[src/hdl/dcm_pkg.sv]
`timescale 1ns / 1ps
// ----------------------------------------------------------------------------
// dcm_pkg
// Types and constants shared by the DC motor tick model.
// ----------------------------------------------------------------------------
package dcm_pkg;

  // Command clamp, 7200.0 in Q16.16
  localparam logic signed [31:0] DUTY_MAX = 32'sd471859200;

  // 2*3.14159 in Q8.24, shifted left 8: divisor of the encoder pulse count
  localparam logic [35:0] TWO_PI_DIV = 36'd26986052608;

  typedef struct packed {
    logic signed [31:0] duty_command;
    logic               clear_count;
  } tick_t;

  typedef struct packed {
    logic signed [29:0] applied_duty;
    logic signed [31:0] speed;
    logic signed [47:0] angle;
    logic signed [31:0] pulse_count;
  } result_t;

  typedef struct packed {
    logic [30:0] accel_limit;
    logic [30:0] decel_limit;
    logic [30:0] duty_slew_limit;
    logic [15:0] speed_per_duty;
    logic [15:0] friction_coeff;
    logic [15:0] pulses_per_rev;
    logic [31:0] tick_seconds;
  } cfg_t;

  typedef enum logic [3:0] {
    MUL_NONE,
    MUL_SLEW,
    MUL_FRIC,
    MUL_TGT,
    MUL_SSTEP,
    MUL_LOSS,
    MUL_POS,
    MUL_PLO,
    MUL_PHI
  } mul_sel_t;

  typedef struct packed {
    mul_sel_t mul_sel;
    logic     ld_in;
    logic     cap_duty;
    logic     cap_fric;
    logic     cap_tgt;
    logic     cap_spd;
    logic     cap_loss;
    logic     cap_ang;
    logic     cap_plo;
    logic     div_start;
    logic     cap_cnt;
    logic     ld_out;
  } dp_cmd_t;

  typedef struct packed {
    logic div_done;
  } dp_status_t;

endpackage

[src/hdl/dcm_ctrl.sv]
`timescale 1ns / 1ps
// ----------------------------------------------------------------------------
// dcm_ctrl
// Sequencer for one motor tick: multiplier schedule, divider, result handoff.
// ----------------------------------------------------------------------------
module dcm_ctrl (
  input  logic                clk,
  input  logic                rst,
  input  logic                tick_valid,
  output logic                tick_ready,
  input  logic                result_ready,
  output logic                result_valid,
  output dcm_pkg::dp_cmd_t    cmd,
  input  dcm_pkg::dp_status_t status
);
  import dcm_pkg::*;

  typedef enum logic [4:0] {
    ST_IDLE,
    ST_SLEW,
    ST_FRIC,
    ST_TGT,
    ST_DIFF,
    ST_SSTEP,
    ST_SPD,
    ST_LOSS,
    ST_LAPPLY,
    ST_POS,
    ST_ANG,
    ST_PLO,
    ST_PHI,
    ST_DIVLD,
    ST_DIVW,
    ST_CNT,
    ST_DONE
  } state_t;

  state_t state, state_next;

  assign tick_ready = (state == ST_IDLE);

  always_comb begin
    cmd        = '0;
    state_next = state;
    unique case (state)
      ST_IDLE: begin
        if (tick_valid) begin
          cmd.ld_in  = 1'b1;
          state_next = ST_SLEW;
        end
      end
      ST_SLEW: begin
        cmd.mul_sel = MUL_SLEW;
        state_next  = ST_FRIC;
      end
      ST_FRIC: begin
        cmd.mul_sel  = MUL_FRIC;
        cmd.cap_duty = 1'b1;
        state_next   = ST_TGT;
      end
      ST_TGT: begin
        cmd.mul_sel  = MUL_TGT;
        cmd.cap_fric = 1'b1;
        state_next   = ST_DIFF;
      end
      ST_DIFF: begin
        cmd.cap_tgt = 1'b1;
        state_next  = ST_SSTEP;
      end
      ST_SSTEP: begin
        cmd.mul_sel = MUL_SSTEP;
        state_next  = ST_SPD;
      end
      ST_SPD: begin
        cmd.cap_spd = 1'b1;
        state_next  = ST_LOSS;
      end
      ST_LOSS: begin
        cmd.mul_sel = MUL_LOSS;
        state_next  = ST_LAPPLY;
      end
      ST_LAPPLY: begin
        cmd.cap_loss = 1'b1;
        state_next   = ST_POS;
      end
      ST_POS: begin
        cmd.mul_sel = MUL_POS;
        state_next  = ST_ANG;
      end
      ST_ANG: begin
        cmd.cap_ang = 1'b1;
        state_next  = ST_PLO;
      end
      ST_PLO: begin
        cmd.mul_sel = MUL_PLO;
        state_next  = ST_PHI;
      end
      ST_PHI: begin
        cmd.mul_sel = MUL_PHI;
        cmd.cap_plo = 1'b1;
        state_next  = ST_DIVLD;
      end
      ST_DIVLD: begin
        cmd.div_start = 1'b1;
        state_next    = ST_DIVW;
      end
      ST_DIVW: begin
        if (status.div_done) state_next = ST_CNT;
      end
      ST_CNT: begin
        cmd.cap_cnt = 1'b1;
        state_next  = ST_DONE;
      end
      ST_DONE: begin
        if (!result_valid || result_ready) begin
          cmd.ld_out = 1'b1;
          state_next = ST_IDLE;
        end
      end
      default: state_next = ST_IDLE;
    endcase
  end

  always_ff @(posedge clk) begin
    if (rst) begin
      state        <= ST_IDLE;
      result_valid <= 1'b0;
    end else begin
      state <= state_next;
      if (cmd.ld_out) result_valid <= 1'b1;
      else if (result_ready) result_valid <= 1'b0;
    end
  end

endmodule

[config.mk]
export PLATFORM = sky130hd
export DESIGN_NAME = dcm_ctrl
export DESIGN_NICKNAME = d
export VERILOG_FILES = /design/src/hdl/dcm_pkg.sv /design/src/hdl/dcm_ctrl.sv
export SDC_FILE = /design/constraint.sdc
export NUM_CORES = 1
export LEC_CHECK = 0
export ABC_AREA = 1
export ABC_CLOCK_PERIOD_IN_PS = 1090
export BUFFER_PORTS_ARGS = -buffer_cell sky130_fd_sc_hd__buf_2
export CAP_MARGIN = 20
export CORE_AREA = 2 2 39 41
export DETAILED_ROUTE_END_ITERATION = 10
export DIE_AREA = 0 0 41 43
export PLACE_DENSITY = 0.58
export SLEW_MARGIN = 30
export SYNTH_ARGS = -nofsm -noshare
export SYNTH_HDL_FRONTEND = slang
export SYNTH_SLANG_ARGS = --single-unit
[constraint.sdc]
create_clock -name clk -period 1.09 [get_ports clk]
set_input_delay 0.1635 -clock clk [delete_from_list [all_inputs] [get_ports clk]]
set_output_delay 0.1635 -clock clk [all_outputs]
set_load 0.03 [all_outputs]
==> out/qor.yml <==
synthesis:
  synthTopCellsByCount: "nor2_1 (17), nand2_1 (9), inv_1 (8)"
  yosysTopAreaCell: "dfxtp_1"
  yosys_warnings: 0
  synth_top_area_share_pct: 27.91
  synth_cell_type_count: 16
  ys_seq_area_share_pct: 27.91
  synth_edf_count: 0
  synth_area_leaders: "dfxtp_1 (28%), nor2_1 (15%), nand4_1 (8.7%), nand2_1 (7.8%), inv_1 (7.0%)"
  yosysMostFrequentCell: "nor2_1"
  async_flop_share_pct: 0
  netlist_area_um2: 430.4
  synth_seq_cells: 6
  ys.flop_type: "dfxtp_1"
  synth.net_count: 77
  synth_cells: 72
  syn_avg_cell_area_um2: 5.978
floorplan:
  initial_core_util_pct: 31.10
  rows: 14
  die_h_um: 43
  io_pins: 22
  core_area_mm2: 0.001384
  die-area_mm2: 0.001763
  fp.dieW_um: 41
clock_network:
  ctsHoldBuffers: 0
  clkSlewWorstSetupHoldPaths_ns: 0.04
  cts_sinks: 6
  clock-root-buffer: "clkbuf_4"
  clk_path_buf_depth: 2
  htreeDepth: 1
  cts_tree: "yes"
  insertion_delay_ns: 0.24
  numCtsBuffers: 3
detailed_routing:
  antenna_left: 0
  firstDrtPassIters: 4
  drt_wl_total_um: 1736
  drc: 0
  vias: 676
  drt_iter0_drc: 7
  vias_per_cell: 4.863
  drt-wirelength-per-cell_um: 12.49
timing:
  fin_crit_ns: 1.434
  setup_slack_ns: -0.3439
  holdWs_ns: 0.1716
  fmax_mhz: 697.4
  setup_viol: 19
  hold_viol: 0
  finalCritPeriodShare_pct: 131.6
  worst_pin_slew_ns: 0.2204
  slew_violations: 0
  skew_ns: 0.001317
  max_slew_margin_pct: 85.27
  rsz0062_at_grt: "yes"
cells_and_area:
  num_antenna_cells: 0
  final_net_count: 130
  area_growth_pct: 152.6
  drive_gt1_share_pct: 74.80
critical_path:
  path_max_fanout: 4
  cp.depth: 5
  crit_required_ns: 0.93
  worstPathArrival_ns: 1.27
  critical_path_class: "reg2out"
  max_stage_delay_ns: 0.36
  worst_r2r_path_depth: 7
  cp_top_family: "flip-flops"
  crit_chain: "buf_6 -> nor2_4 -> nand2_2 -> o211ai_1 -> buf_4"
  timing.rr.end: "state[3]"
  timing.critical_path.buf_inv: 2
  cp-end-kind: "output port"
  cp_slowest_cell: "dfxtp_4"
  ff2ff_setup_slack_ns: -0.06
  rr_startpoint: "state[3]"
  startpoint: "state[4]"
  critPathLaunchType: "flip-flop"
global_routing:
  grt_pass1_wl_um: 2973
  grtUsageMet1_pct: 25.90
  busiest_layer: "met2"
  grt_util_met3_pct: 1.571
  grt_usage_pct: 24.85
  grt-ovfl-total: 0
  grt_max_degree: 6
  grt_pass1_vias: 750
  grtUsageMet2_pct: 46.25
  antenna_found_initial: 0
placement:
  gp_congestion: 0.8556
  port_buffers: 21
  place_ws_ns: -0.1779
  dpl.hpwl_um: 1168
outcome:
  status: "complete, but fails checks"
  violations: "setup timing"
pwr:
  vdd_drop_max_uv: 543.8
  leakagePower_nw: 0.5199
  total_power_mw: 0.9165
  p_per_area_mw_per_mm2: 842.9
hold_path:
  hold_path.class: "in2reg"
  whs_path_depth: 2
  hold_end: "state[1]"
  min-delay-start: "rst"
run:
  maxCapViolCount: 0
[kinds of logic (layout without fill, tap and decap cells)]
logic type / after synthesis / in the layout / share of synthesized area [%]
AND/OR/NAND/NOR: 45 / 45 / 50.58
buffers and inverters: 15 / 66 / 13.08
AO/OA/AOI/OAI: 6 / 6 / 8.431
flip-flops: 6 / 6 / 27.91
[worst register-to-register path, cell delays in order (launching register included)]
cell and delay [ns]:
dfxtp_4 0.36, nand2_4 0.14, inv_4 0.07, buf_4 0.13
nand2_1 0.08, nand3_1 0.08, nor2_1 0.13, nor2_1 0.06
[worst max-delay path by stage]
stage / end
detailed placement: cmd[11]
floorplan: cmd[12]
global placement: cmd[11]
finish: cmd[12]
global route: cmd[12]
CTS: cmd[11]
[registers in the layout, summed over array words and instances, names as in the netlist]
register and count:
state 5, result_valid 1
[per-stage QoR]
step / utilization (%) / TNS [ns] / instance area [µm²] / std cells
3_5_place_dp: 57.59 / -1.520 / 797.0 / 132
4_1_cts: 76.40 / -4.128 / 1057 / 140
5_1_grt: 78.57 / -5.456 / 1087 / 139
2_1_floorplan: - / -1.135 / 499.2 / 72
3_3_place_gp: 57.59 / -1.237 / 797.0 / 132
6_report: 78.57 / -4.275 / 1087 / 139
[metal layers]
| metal | wire (µm) | vias to the layer above |
|---|---|---|
| met2 | 1014 | 18 |
| met5 | 0 | - |
| met1 | 662 | 320 |
| met3 | 54 | 2 |
| li1 | - | 336 |
| met4 | 5 | 0 |
[report_power, final]
part           switching [mW]  internal, mW  total, mW
combinational           0.243         0.218      0.461
clock                  0.0767         0.124      0.201
sequential             0.0275         0.227      0.255
total                   0.347         0.569      0.916
[layout by cell type, fill, tap and decap left out, types with 3 or more instances in the layout]
master and count:
nor2_1 5, dfxtp_4 5, inv_2 3, nand2_1 7, buf_2 5, nand4_1 6
buf_6 21, inv_1 7, nor2_2 5, clkbuf_4 3, inv_4 4, buf_4 22
nor2_4 11
[timing repair]
item,4_1_cts,5_1_grt
resized for setup,61,11
pin swaps,15,5
gates cloned,0,0
setup buffers,9,1
endpoints found under the setup margin,21,21
[final cells by class]
| cell class | instances | area [µm²] |
|---|---|---|
| clock buffers | 3 | 22.52 |
| fillers | 97 | 296.5 |
| flip-flops and latches | 6 | 140.1 |
| repair buffers | 48 | 426.7 |
| inverters | 15 | 71.32 |
| multi-input cells | 51 | 406.6 |
| well taps | 16 | 20.02 |
Power figures use the tool's default switching activity.
